==> config.mk <==
export PLATFORM = sky130hd
export DESIGN_NAME = autoscale_plot_point_mapper_core
export DESIGN_NICKNAME = d
export VERILOG_FILES = /design/src/apm_pkg.sv /design/src/autoscale_plot_point_mapper_core.sv /design/src/apm_front.sv /design/src/apm_queue.sv /design/src/apm_div.sv /design/src/apm_back.sv
export SDC_FILE = /design/constraint.sdc
export NUM_CORES = 2
export LEC_CHECK = 0
export BUFFER_PORTS_ARGS = -buffer_cell sky130_fd_sc_hd__buf_4
export CAP_MARGIN = 20
export CORE_ASPECT_RATIO = 0.9
export CORE_MARGIN = 2
export CORE_UTILIZATION = 64
export CTS_CLUSTER_SIZE = 10
export DETAILED_ROUTE_END_ITERATION = 12
export GPL_ROUTABILITY_DRIVEN = 0
export PLACE_DENSITY = 0.78
export SETUP_SLACK_MARGIN = 0.5
export SLEW_MARGIN = 20
export SYNTH_ARGS = -nofsm -noshare
export SYNTH_HDL_FRONTEND = slang
export SYNTH_SLANG_ARGS = --single-unit
==> constraint.sdc <==
create_clock -name aclk -period 10.1 [get_ports aclk]
set_input_delay 1.01 -clock aclk [delete_from_list [all_inputs] [get_ports aclk]]
set_output_delay 1.01 -clock aclk [all_outputs]
set_load 0.01 [all_outputs]
==> src/apm_pkg.sv <==
// apm_pkg: shared types and constants for the autoscale plot point mapper
// register map, config field widths and reset values, state enums
// no dependencies
`default_nettype none

package apm_pkg;

    // config register fields
    localparam int CFG_W     = 12;
    localparam int PAD_W     = 8;
    localparam int CFG_IDX_W = 2;

    localparam logic [CFG_W-1:0] PLOT_WIDTH_RST   = 12'd256;
    localparam logic [CFG_W-1:0] PLOT_HEIGHT_RST  = 12'd128;
    localparam logic [PAD_W-1:0] EDGE_PADDING_RST = 8'd10;

    typedef enum logic [CFG_IDX_W-1:0] {
        REG_PLOT_WIDTH   = 2'd0,
        REG_PLOT_HEIGHT  = 2'd1,
        REG_EDGE_PADDING = 2'd2
    } cfg_reg_t;

    // point queue between front and back, power of two
    localparam int QUEUE_DEPTH = 2;
    localparam int QPTR_W      = $clog2(QUEUE_DEPTH);
    localparam int QCNT_W      = $clog2(QUEUE_DEPTH + 1);

    typedef enum logic {
        FRONT_LOAD,
        FRONT_SCAN
    } front_state_t;

    typedef enum logic [2:0] {
        BACK_IDLE,
        BACK_MUL,
        BACK_SUB,
        BACK_DIVX,
        BACK_YSTART,
        BACK_DIVY,
        BACK_DONE
    } back_state_t;

endpackage

`default_nettype wire

==> src/autoscale_plot_point_mapper_core.sv <==
// samples load at one per cycle; an end_of_set item with valid samples drops s_ready
// while the slots are scanned, until every slot is read and each valid point enters the queue
// each point goes through the shared bit-serial divider, which produces x and then y
// synchronous active-low reset clears counters, min/max, queue and output valid
`default_nettype none

module autoscale_plot_point_mapper_core #(
    parameter int MAX_POINTS  = 64,
    parameter int SAMPLE_BITS = 16,
    parameter int COORD_BITS  = 12
) (
    input  logic                              aclk,
    input  logic                              aresetn,
    input  logic                              s_valid,
    output logic                              s_ready,
    input  logic signed [SAMPLE_BITS-1:0]     s_sample_value,
    input  logic                              s_sample_valid,
    input  logic                              s_end_of_set,
    output logic                              m_valid,
    input  logic                              m_ready,
    output logic [COORD_BITS-1:0]             m_point_x,
    output logic [COORD_BITS-1:0]             m_point_y,
    output logic                              m_last_point,
    input  logic                              cfg_wr_en,
    input  logic [apm_pkg::CFG_IDX_W-1:0]     cfg_wr_index,
    input  logic [apm_pkg::CFG_W-1:0]         cfg_wr_data
);
    import apm_pkg::*;

    localparam int IDX_W = $clog2(MAX_POINTS);
    localparam int JOB_W = 3 * SAMPLE_BITS + 2 * IDX_W + 1;

    logic [CFG_W-1:0] plot_width_reg, plot_height_reg;
    logic [PAD_W-1:0] edge_padding_reg;

    logic                          f_valid, f_ready, f_last;
    logic signed [SAMPLE_BITS-1:0] f_sample, f_lo;
    logic [SAMPLE_BITS-1:0]        f_d;
    logic [IDX_W-1:0]              f_idx, f_nm1;

    logic                          b_valid, b_ready, b_last;
    logic signed [SAMPLE_BITS-1:0] b_sample, b_lo;
    logic [SAMPLE_BITS-1:0]        b_d;
    logic [IDX_W-1:0]              b_idx, b_nm1;

    logic [JOB_W-1:0]              q_in, q_out;

    always_ff @(posedge aclk) begin
        if (!aresetn) begin
            plot_width_reg   <= PLOT_WIDTH_RST;
            plot_height_reg  <= PLOT_HEIGHT_RST;
            edge_padding_reg <= EDGE_PADDING_RST;
        end else if (cfg_wr_en) begin
            case (cfg_reg_t'(cfg_wr_index))
                REG_PLOT_WIDTH:   plot_width_reg   <= cfg_wr_data;
                REG_PLOT_HEIGHT:  plot_height_reg  <= cfg_wr_data;
                REG_EDGE_PADDING: edge_padding_reg <= cfg_wr_data[PAD_W-1:0];
                default: ;
            endcase
        end
    end

    apm_front #(
        .MAX_POINTS  (MAX_POINTS),
        .SAMPLE_BITS (SAMPLE_BITS)
    ) u_front (
        .aclk           (aclk),
        .aresetn        (aresetn),
        .s_valid        (s_valid),
        .s_ready        (s_ready),
        .s_sample_value (s_sample_value),
        .s_sample_valid (s_sample_valid),
        .s_end_of_set   (s_end_of_set),
        .job_valid      (f_valid),
        .job_ready      (f_ready),
        .job_sample     (f_sample),
        .job_idx        (f_idx),
        .job_last       (f_last),
        .job_lo         (f_lo),
        .job_d          (f_d),
        .job_nm1        (f_nm1)
    );

    // each point carries its set's scaling so the front can start the next set
    assign q_in = {f_sample, f_idx, f_last, f_lo, f_d, f_nm1};
    assign {b_sample, b_idx, b_last, b_lo, b_d, b_nm1} = q_out;

    apm_queue #(
        .WIDTH (JOB_W)
    ) u_queue (
        .aclk      (aclk),
        .aresetn   (aresetn),
        .in_valid  (f_valid),
        .in_ready  (f_ready),
        .in_data   (q_in),
        .out_valid (b_valid),
        .out_ready (b_ready),
        .out_data  (q_out)
    );

    apm_back #(
        .MAX_POINTS  (MAX_POINTS),
        .SAMPLE_BITS (SAMPLE_BITS),
        .COORD_BITS  (COORD_BITS)
    ) u_back (
        .aclk         (aclk),
        .aresetn      (aresetn),
        .job_valid    (b_valid),
        .job_ready    (b_ready),
        .job_sample   (b_sample),
        .job_idx      (b_idx),
        .job_last     (b_last),
        .job_lo       (b_lo),
        .job_d        (b_d),
        .job_nm1      (b_nm1),
        .plot_width   (plot_width_reg),
        .plot_height  (plot_height_reg),
        .edge_padding (edge_padding_reg),
        .m_valid      (m_valid),
        .m_ready      (m_ready),
        .m_point_x    (m_point_x),
        .m_point_y    (m_point_y),
        .m_last_point (m_last_point)
    );

endmodule

`default_nettype wire

==> src/apm_front.sv <==
// apm_front: sample loader with min/max tracking and the slot scanner
// stores the set in a local memory, then walks the slots and pushes valid points
// depends on apm_pkg
`default_nettype none

module apm_front #(
    parameter int MAX_POINTS  = 64,
    parameter int SAMPLE_BITS = 16
) (
    input  logic                                  aclk,
    input  logic                                  aresetn,
    input  logic                                  s_valid,
    output logic                                  s_ready,
    input  logic signed [SAMPLE_BITS-1:0]         s_sample_value,
    input  logic                                  s_sample_valid,
    input  logic                                  s_end_of_set,
    output logic                                  job_valid,
    input  logic                                  job_ready,
    output logic signed [SAMPLE_BITS-1:0]         job_sample,
    output logic [$clog2(MAX_POINTS)-1:0]         job_idx,
    output logic                                  job_last,
    output logic signed [SAMPLE_BITS-1:0]         job_lo,
    output logic [SAMPLE_BITS-1:0]                job_d,
    output logic [$clog2(MAX_POINTS)-1:0]         job_nm1
);
    import apm_pkg::*;

    localparam int IDX_W = $clog2(MAX_POINTS);
    localparam int CNT_W = $clog2(MAX_POINTS + 1);
    localparam logic signed [SAMPLE_BITS-1:0] SMP_TOP = {1'b0, {(SAMPLE_BITS-1){1'b1}}};
    localparam logic signed [SAMPLE_BITS-1:0] SMP_BOT = {1'b1, {(SAMPLE_BITS-1){1'b0}}};

    front_state_t state_reg, state_next;

    logic [CNT_W-1:0]              slot_cnt_reg, scan_cnt_reg, scan_n_reg, n_next;
    logic signed [SAMPLE_BITS-1:0] min_reg, max_reg, min_next, max_next, set_lo_reg;
    logic [SAMPLE_BITS-1:0]        set_d_reg;
    logic [IDX_W-1:0]              set_nm1_reg, set_last_reg, rd_idx_reg;
    logic [IDX_W-1:0]              last_valid_reg, last_valid_next;
    logic                          any_reg, any_next, rd_pend_reg;
    logic                          accept, store_en, valid_in, eos_go;
    logic                          issue, rd_pop, scan_done, flat;
    logic signed [SAMPLE_BITS:0]   span;

    // slot memory: sample with its valid flag on top
    logic [SAMPLE_BITS:0] mem [MAX_POINTS];
    logic [SAMPLE_BITS:0] rd_word_reg;

    assign accept    = s_valid && s_ready;
    assign store_en  = accept && (slot_cnt_reg < CNT_W'(MAX_POINTS));
    assign valid_in  = store_en && s_sample_valid;
    assign min_next  = (valid_in && (s_sample_value < min_reg)) ? s_sample_value : min_reg;
    assign max_next  = (valid_in && (s_sample_value > max_reg)) ? s_sample_value : max_reg;
    assign any_next  = any_reg || valid_in;
    assign n_next    = store_en ? slot_cnt_reg + CNT_W'(1) : slot_cnt_reg;
    assign last_valid_next = valid_in ? slot_cnt_reg[IDX_W-1:0] : last_valid_reg;
    assign flat      = (min_next == max_next);
    assign span      = $signed({max_next[SAMPLE_BITS-1], max_next})
                     - $signed({min_next[SAMPLE_BITS-1], min_next});
    assign eos_go    = accept && s_end_of_set && any_next;

    assign scan_done = (scan_cnt_reg == scan_n_reg);
    // invalid slots drop out of the read stage without needing queue space
    assign rd_pop    = rd_pend_reg && (!rd_word_reg[SAMPLE_BITS] || job_ready);

    always_comb begin
        state_next = state_reg;
        case (state_reg)
            FRONT_LOAD: begin
                if (eos_go) begin
                    state_next = FRONT_SCAN;
                end
            end
            FRONT_SCAN: begin
                if (scan_done && (!rd_pend_reg || rd_pop)) begin
                    state_next = FRONT_LOAD;
                end
            end
            default: state_next = FRONT_LOAD;
        endcase
    end

    always_comb begin
        s_ready   = (state_reg == FRONT_LOAD);
        issue     = (state_reg == FRONT_SCAN) && !scan_done && (!rd_pend_reg || rd_pop);
        job_valid = rd_pend_reg && rd_word_reg[SAMPLE_BITS];
    end

    assign job_sample = rd_word_reg[SAMPLE_BITS-1:0];
    assign job_idx    = rd_idx_reg;
    assign job_last   = (rd_idx_reg == set_last_reg);
    assign job_lo     = set_lo_reg;
    assign job_d      = set_d_reg;
    assign job_nm1    = set_nm1_reg;

    always_ff @(posedge aclk) begin
        if (!aresetn) begin
            state_reg    <= FRONT_LOAD;
            slot_cnt_reg <= '0;
            min_reg      <= SMP_TOP;
            max_reg      <= SMP_BOT;
            any_reg      <= 1'b0;
            rd_pend_reg  <= 1'b0;
            scan_cnt_reg <= '0;
        end else begin
            state_reg <= state_next;
            if (issue) begin
                rd_pend_reg <= 1'b1;
            end else if (rd_pop) begin
                rd_pend_reg <= 1'b0;
            end
            if (accept) begin
                if (s_end_of_set) begin
                    slot_cnt_reg <= '0;
                    min_reg      <= SMP_TOP;
                    max_reg      <= SMP_BOT;
                    any_reg      <= 1'b0;
                end else begin
                    slot_cnt_reg <= n_next;
                    min_reg      <= min_next;
                    max_reg      <= max_next;
                    any_reg      <= any_next;
                end
            end
            if (eos_go) begin
                scan_cnt_reg <= '0;
            end else if (issue) begin
                scan_cnt_reg <= scan_cnt_reg + CNT_W'(1);
            end
        end
    end

    always_ff @(posedge aclk) begin
        if (accept) begin
            last_valid_reg <= last_valid_next;
        end
        if (eos_go) begin
            // flat set scales as range 0 to 1
            set_lo_reg   <= flat ? '0 : min_next;
            set_d_reg    <= flat ? SAMPLE_BITS'(1) : span[SAMPLE_BITS-1:0];
            set_nm1_reg  <= IDX_W'(n_next - CNT_W'(1));
            set_last_reg <= last_valid_next;
            scan_n_reg   <= n_next;
        end
        if (issue) begin
            rd_idx_reg <= scan_cnt_reg[IDX_W-1:0];
        end
    end

    always_ff @(posedge aclk) begin
        if (store_en) begin
            mem[slot_cnt_reg[IDX_W-1:0]] <= {s_sample_valid, s_sample_value};
        end
        if (issue) begin
            rd_word_reg <= mem[scan_cnt_reg[IDX_W-1:0]];
        end
    end

endmodule

`default_nettype wire

==> src/apm_queue.sv <==
// apm_queue: short point queue between the scanner and the coordinate unit
// valid/ready on both sides, depth from apm_pkg
// depends on apm_pkg
`default_nettype none

module apm_queue #(
    parameter int WIDTH = 8
) (
    input  logic             aclk,
    input  logic             aresetn,
    input  logic             in_valid,
    output logic             in_ready,
    input  logic [WIDTH-1:0] in_data,
    output logic             out_valid,
    input  logic             out_ready,
    output logic [WIDTH-1:0] out_data
);
    import apm_pkg::*;

    logic [WIDTH-1:0]  buf_reg [QUEUE_DEPTH];
    logic [QPTR_W-1:0] wr_ptr_reg, rd_ptr_reg;
    logic [QCNT_W-1:0] cnt_reg;
    logic              push, pop;

    assign in_ready  = (cnt_reg != QCNT_W'(QUEUE_DEPTH));
    assign out_valid = (cnt_reg != '0);
    assign out_data  = buf_reg[rd_ptr_reg];
    assign push      = in_valid && in_ready;
    assign pop       = out_valid && out_ready;

    always_ff @(posedge aclk) begin
        if (!aresetn) begin
            wr_ptr_reg <= '0;
            rd_ptr_reg <= '0;
            cnt_reg    <= '0;
        end else begin
            if (push) begin
                wr_ptr_reg <= wr_ptr_reg + QPTR_W'(1);
            end
            if (pop) begin
                rd_ptr_reg <= rd_ptr_reg + QPTR_W'(1);
            end
            if (push && !pop) begin
                cnt_reg <= cnt_reg + QCNT_W'(1);
            end else if (pop && !push) begin
                cnt_reg <= cnt_reg - QCNT_W'(1);
            end
        end
    end

    always_ff @(posedge aclk) begin
        if (push) begin
            buf_reg[wr_ptr_reg] <= in_data;
        end
    end

endmodule

`default_nettype wire

==> src/apm_div.sv <==
// apm_div: restoring unsigned divider, one quotient bit per cycle
// divisor is latched at start, done pulses when the quotient is ready
// no package dependencies
`default_nettype none

module apm_div #(
    parameter int DVD_W = 30,
    parameter int DVS_W = 16
) (
    input  logic             aclk,
    input  logic             aresetn,
    input  logic             start,
    input  logic [DVD_W-1:0] dividend,
    input  logic [DVS_W-1:0] divisor,
    output logic             done,
    output logic [DVD_W-1:0] quotient
);
    localparam int CNT_W = $clog2(DVD_W + 1);

    logic             busy_reg, done_reg;
    logic [CNT_W-1:0] cnt_reg;
    logic [DVS_W-1:0] rem_reg, dvs_reg;
    logic [DVD_W-1:0] quo_reg;
    logic [DVS_W:0]   trial, trial_sub;
    logic             fits;

    // dividend bits shift out of the top as quotient bits shift in
    assign trial     = {rem_reg, quo_reg[DVD_W-1]};
    assign trial_sub = trial - {1'b0, dvs_reg};
    assign fits      = (trial >= {1'b0, dvs_reg});
    assign done      = done_reg;
    assign quotient  = quo_reg;

    always_ff @(posedge aclk) begin
        if (!aresetn) begin
            busy_reg <= 1'b0;
            done_reg <= 1'b0;
            cnt_reg  <= '0;
        end else begin
            done_reg <= 1'b0;
            if (start) begin
                busy_reg <= 1'b1;
                cnt_reg  <= CNT_W'(DVD_W);
            end else if (busy_reg) begin
                cnt_reg <= cnt_reg - CNT_W'(1);
                if (cnt_reg == CNT_W'(1)) begin
                    busy_reg <= 1'b0;
                    done_reg <= 1'b1;
                end
            end
        end
    end

    always_ff @(posedge aclk) begin
        if (start) begin
            rem_reg <= '0;
            quo_reg <= dividend;
            dvs_reg <= divisor;
        end else if (busy_reg) begin
            rem_reg <= fits ? trial_sub[DVS_W-1:0] : trial[DVS_W-1:0];
            quo_reg <= {quo_reg[DVD_W-2:0], fits};
        end
    end

endmodule

`default_nettype wire

==> src/apm_back.sv <==
// apm_back: per-point coordinate unit and output register
// products, numerator, then x and y quotients through one shared divider
// depends on apm_pkg and apm_div
`default_nettype none

module apm_back #(
    parameter int MAX_POINTS  = 64,
    parameter int SAMPLE_BITS = 16,
    parameter int COORD_BITS  = 12
) (
    input  logic                                  aclk,
    input  logic                                  aresetn,
    input  logic                                  job_valid,
    output logic                                  job_ready,
    input  logic signed [SAMPLE_BITS-1:0]         job_sample,
    input  logic [$clog2(MAX_POINTS)-1:0]         job_idx,
    input  logic                                  job_last,
    input  logic signed [SAMPLE_BITS-1:0]         job_lo,
    input  logic [SAMPLE_BITS-1:0]                job_d,
    input  logic [$clog2(MAX_POINTS)-1:0]         job_nm1,
    input  logic [apm_pkg::CFG_W-1:0]             plot_width,
    input  logic [apm_pkg::CFG_W-1:0]             plot_height,
    input  logic [apm_pkg::PAD_W-1:0]             edge_padding,
    output logic                                  m_valid,
    input  logic                                  m_ready,
    output logic [COORD_BITS-1:0]                 m_point_x,
    output logic [COORD_BITS-1:0]                 m_point_y,
    output logic                                  m_last_point
);
    import apm_pkg::*;

    localparam int IDX_W     = $clog2(MAX_POINTS);
    localparam int PROD_W    = CFG_W + SAMPLE_BITS + 2;
    localparam int NUM_W     = PROD_W + 1;
    localparam int DVD_W     = NUM_W - 1;
    localparam int XW        = (CFG_W + 1 > COORD_BITS) ? CFG_W + 1 : COORD_BITS;
    localparam int COORD_MAX = (1 << COORD_BITS) - 1;

    back_state_t state_reg, state_next;

    logic signed [SAMPLE_BITS-1:0] smp_reg, lo_reg;
    logic [SAMPLE_BITS-1:0]        d_reg;
    logic [IDX_W-1:0]              idx_reg, nm1_reg;
    logic                          last_reg;
    logic [CFG_W+IDX_W-1:0]        xprod_reg;
    logic signed [PROD_W-1:0]      ya_reg, yb_reg;
    logic signed [NUM_W-1:0]       num_reg;
    logic [CFG_W:0]                x_raw_reg;
    logic [COORD_BITS-1:0]         y_reg;

    logic                          m_valid_reg, m_last_reg;
    logic [COORD_BITS-1:0]         m_x_reg, m_y_reg;

    logic [PAD_W:0]                pad2;
    logic [CFG_W-1:0]              span_w, span_h;
    logic signed [CFG_W:0]         hp;
    logic signed [SAMPLE_BITS:0]   diff;
    logic [XW-1:0]                 x_ext;
    logic [COORD_BITS-1:0]         x_clamp;

    logic                          div_start, div_done, out_load;
    logic [DVD_W-1:0]              div_dividend, div_quo;
    logic [SAMPLE_BITS-1:0]        div_divisor;

    // spans below zero saturate to 0
    assign pad2   = {edge_padding, 1'b0};
    assign span_w = (plot_width > CFG_W'(pad2)) ? plot_width - CFG_W'(pad2) : '0;
    assign span_h = (plot_height > CFG_W'(pad2)) ? plot_height - CFG_W'(pad2) : '0;
    assign hp     = $signed({1'b0, plot_height})
                  - $signed({{(CFG_W + 1 - PAD_W){1'b0}}, edge_padding});
    assign diff   = $signed({smp_reg[SAMPLE_BITS-1], smp_reg})
                  - $signed({lo_reg[SAMPLE_BITS-1], lo_reg});

    assign x_ext   = XW'(x_raw_reg);
    assign x_clamp = (x_ext > XW'(COORD_MAX)) ? '1 : x_ext[COORD_BITS-1:0];

    assign div_dividend = (state_reg == BACK_SUB) ? DVD_W'(xprod_reg) : num_reg[DVD_W-1:0];
    assign div_divisor  = (state_reg == BACK_SUB) ? SAMPLE_BITS'(nm1_reg) : d_reg;

    apm_div #(
        .DVD_W (DVD_W),
        .DVS_W (SAMPLE_BITS)
    ) u_div (
        .aclk     (aclk),
        .aresetn  (aresetn),
        .start    (div_start),
        .dividend (div_dividend),
        .divisor  (div_divisor),
        .done     (div_done),
        .quotient (div_quo)
    );

    always_comb begin
        state_next = state_reg;
        case (state_reg)
            BACK_IDLE: begin
                if (job_valid) begin
                    state_next = BACK_MUL;
                end
            end
            BACK_MUL: state_next = BACK_SUB;
            BACK_SUB: begin
                state_next = (nm1_reg != '0) ? BACK_DIVX : BACK_YSTART;
            end
            BACK_DIVX: begin
                if (div_done) begin
                    state_next = BACK_YSTART;
                end
            end
            BACK_YSTART: begin
                state_next = num_reg[NUM_W-1] ? BACK_DONE : BACK_DIVY;
            end
            BACK_DIVY: begin
                if (div_done) begin
                    state_next = BACK_DONE;
                end
            end
            BACK_DONE: begin
                if (out_load) begin
                    state_next = BACK_IDLE;
                end
            end
            default: state_next = BACK_IDLE;
        endcase
    end

    always_comb begin
        job_ready = (state_reg == BACK_IDLE);
        out_load  = (state_reg == BACK_DONE) && (!m_valid_reg || m_ready);
        div_start = ((state_reg == BACK_SUB) && (nm1_reg != '0))
                 || ((state_reg == BACK_YSTART) && !num_reg[NUM_W-1]);
    end

    always_ff @(posedge aclk) begin
        if (!aresetn) begin
            state_reg   <= BACK_IDLE;
            m_valid_reg <= 1'b0;
        end else begin
            state_reg <= state_next;
            if (out_load) begin
                m_valid_reg <= 1'b1;
            end else if (m_ready) begin
                m_valid_reg <= 1'b0;
            end
        end
    end

    always_ff @(posedge aclk) begin
        if ((state_reg == BACK_IDLE) && job_valid) begin
            smp_reg  <= job_sample;
            idx_reg  <= job_idx;
            last_reg <= job_last;
            lo_reg   <= job_lo;
            d_reg    <= job_d;
            nm1_reg  <= job_nm1;
        end
        if (state_reg == BACK_MUL) begin
            xprod_reg <= (CFG_W+IDX_W)'(span_w) * (CFG_W+IDX_W)'(idx_reg);
            ya_reg    <= hp * $signed({1'b0, d_reg});
            yb_reg    <= $signed({1'b0, span_h}) * diff;
        end
        if (state_reg == BACK_SUB) begin
            num_reg <= $signed({ya_reg[PROD_W-1], ya_reg})
                     - $signed({yb_reg[PROD_W-1], yb_reg});
            // one-slot set puts x at the padding
            if (nm1_reg == '0) begin
                x_raw_reg <= (CFG_W+1)'(edge_padding);
            end
        end
        if ((state_reg == BACK_DIVX) && div_done) begin
            x_raw_reg <= (CFG_W+1)'(edge_padding) + {1'b0, div_quo[CFG_W-1:0]};
        end
        if ((state_reg == BACK_YSTART) && num_reg[NUM_W-1]) begin
            y_reg <= '0;
        end
        if ((state_reg == BACK_DIVY) && div_done) begin
            y_reg <= (|div_quo[DVD_W-1:COORD_BITS]) ? '1 : div_quo[COORD_BITS-1:0];
        end
        if (out_load) begin
            m_x_reg    <= x_clamp;
            m_y_reg    <= y_reg;
            m_last_reg <= last_reg;
        end
    end

    assign m_valid      = m_valid_reg;
    assign m_point_x    = m_x_reg;
    assign m_point_y    = m_y_reg;
    assign m_last_point = m_last_reg;

endmodule

`default_nettype wire

==> impl_metrics.py <==
metrics = {
    "synth": {
        "synth_top_area_share_pct": 54.6,
        "syn_nets": 6596,
        "ys_top_cells_by_area": "edfxtp_1 55%, mux4_2 9.4%, fa_1 9.2%",
        "yosysMostFrequentCell": "edfxtp_1",
        "post_synth_inst_count": 5824,
        "synth-adder-area-share_pct": 14.2,
        "synth_edf_count": 1556,
        "ys_seq_area_share_pct": 57.2,
        "synth_area_um2": 85500,
        "synth_xor_area_share_pct": 1.82,
        "yosys-top-cells-count": "1556 x edfxtp_1, 620 x inv_1, 430 x nand2_1, 391 x fa_1, 357 x mux4_2",
        "async_reset_ff_share_pct": 0,
        "yosysWarnings": 0,
        "synthFlopType": "edfxtp_1",
        "synth_top_area_cell": "edfxtp_1",
        "syn_area_per_cell_um2": 14.7,
        "synthDistinctLibCells": 89,
        "synth_top_family_by_area": "adder cells",
        "ys_ff_latch": 1668,
        "synth-simple-area-share_pct": 6.85,
        "synth_compound_area_share_pct": 4.73,
        "synth.mux.area_fraction_pct": 11.3,
    },
    "clocking": {
        "insertion_delay_ns": 0.86,
        "cts_resized": 0,
        "cts_buffer_depth": 3,
        "cts_hold_buffers": 0,
        "clockRootBuffer": "clkbuf_16",
        "numCtsBuffers": 188,
        "clk_transition_reported_paths_ns": 0.06,
        "numClockSinks": 1668,
        "htreeDepth": 4,
        "post_cts_buffers": 0,
        "cts_tree": "done",
    },
    "critical_path": {
        "cpMaxStageDelayCell": "nor2_1",
        "crit_required_ns": 10.68,
        "rr_worst_depth": 28,
        "worst_path_most_repeated_cell": "fa_1",
        "crit_type": "register to register",
        "max_stage_delay_ns": 0.72,
        "arrival_ns": 9.06,
        "cp-end-kind": "register",
        "start_kind": "register",
        "path_max_fanout": 16,
    },
    "drt": {
        "vias": 51300,
        "finalWirelength_um": 225000,
        "drtIter0Drc": 6783,
        "first_pass_iters": 8,
        "drc": 0,
        "drt-vias-per-instance": 6.58,
        "ant_nets": 0,
        "wl_per_cell_um": 28.9,
    },
    "placement": {
        "post-place-ws_ns": 1.70,
        "place_inst": 7511,
        "io_buffers": 63,
        "dpl_cell_area_um2": 88200,
        "dpl.hpwl_um": 139000,
    },
    "die": {
        "num_rows": 127,
        "pin_count": 64,
        "die_height_um": 351,
        "start_util_pct": 64.3,
        "die_w_um": 389,
        "core-area_um2": 133000,
        "die_area_um2": 137000,
    },
    "grt": {
        "grt_max_degree": 148,
        "grt_util_all_layers_pct": 33.4,
        "grt_pass1_vias": 51400,
        "antenna_found_initial": 11,
        "overflow": 0,
        "grt_pass1_wl_um": 333000,
    },
    "sta": {
        "finalSetupViolCount": 0,
        "finalCritPeriodShare_pct": 84.0,
        "relSlewSlack_pct": 20.1,
        "min_period_ns": 8.48,
        "fin_ws_ns": 1.62,
        "skew_ns": 0.0787,
        "hold_viol_final": 0,
        "max_slew.worst_pin.slew_ns": 1.19,
        "tns_ns": 0,
        "rsz0062_at_grt": "false",
        "slew_violations": 0,
        "fmax_mhz": 118,
    },
    "finish": {
        "drive_above_1_share_pct": 15.4,
        "finalNetCount": 6732,
        "syn_to_final_growth_pct": 9.54,
        "layoutNonFillerInstCount": 7795,
        "design_area_um2": 93700,
        "largest_reg_flops": 1088,
        "fillers": 8083,
    },
    "hold_path": {
        "worstHoldPathCells": 0,
        "hold_path_class": "register to register",
    },
    "status": {
        "status": "completed",
    },
    "flow_run": {
        "max_cap_viol_count": 0,
    },
}
cells in the final DEF (no fill, tap or decap), types with 22 or more instances in the layout:
cell type and count:
nand3_1 76, or2_2 26, a21o_1 47, ha_1 344, buf_4 176, mux2i_1 50
xnor2_1 122, o21ai_0 139, clkbuf_16 188, or3_1 24, dfxtp_1 107, edfxtp_1 1556
xor2_1 56, nand2b_1 78, a211oi_1 26, and3_1 34, mux2_2 87, nor2b_1 68
nor3_1 50, o21a_1 36, clkbuf_1 65, a21oi_1 194, o21bai_1 22, and2_1 38
inv_1 618, fa_1 391, nand2_1 430, mux4_2 357, nor2_1 339
metal layers:
| layer | part of all wire, % | global-route usage (%) |
|---|---|---|
| met1 | 36 | 44.4 |
| met2 | 48 | 54.1 |
| met3 | 11 | 7.18 |
| met4 | 4.9 | 14.6 |
| met5 | 0.023 | 0 |
critical path: cells and delay by family, from the launching register on:
| kind | cells | cell delay [ns] |
|---|---|---|
| adder cells (fa/ha/maj) | 8 | 3.64 |
| flip-flops | 1 | 0.35 |
| AND/OR/NAND/NOR | 7 | 1.54 |
| AO/OA/AOI/OAI | 9 | 2.45 |
| buffers and inverters | 4 | 0.25 |
cell families after synthesis:
group	after synthesis
adders and majority gates	735
muxes	503
DFF	1668
AOI/OAI and AO/OA	628
buffers and inverters	854
and+or+nand+nor	1258
xor gates and xnor gates	178
worst paths after layout:
| check | from | end | slack, ns |
|---|---|---|---|
| worst max register to register | edge_padding_reg[2] | u_back.ya_reg[29] | 1.62 |
| worst max-delay path | edge_padding_reg[2] | u_back.ya_reg[29] | 1.62 |
| worst min register to register | u_back.y_reg[6] | u_back.m_point_y[6] | 0.43 |
| worst min-delay path | u_back.y_reg[6] | u_back.m_point_y[6] | 0.43 |
final cells by class:
type                    count  area [µm²]  share of cell area (%)
diodes                      7        17.5                  0.0187
clock buffers             257        5000                    5.34
clock inverters            20         475                   0.507
inverters                 622        2330                    2.49
multi-input cells        3302       33300                    35.6
flip-flops and latches   1668       49000                    52.3
well taps                1741        2180                    2.32
repair buffers            178        1360                    1.45
stage by stage:
step | hold WS, ns | util, %
finish | 0.426 | 70.4
global placement | 0.402 | 66.3
global route | 0.436 | 70.4
CTS | 0.404 | 70.4
floorplan | 0.400 | -
detailed placement | 0.407 | 66.3
Power is left out: the tool's default activity adds up to more than one toggle a clock period on the data nets, which glitch-free logic cannot reach.
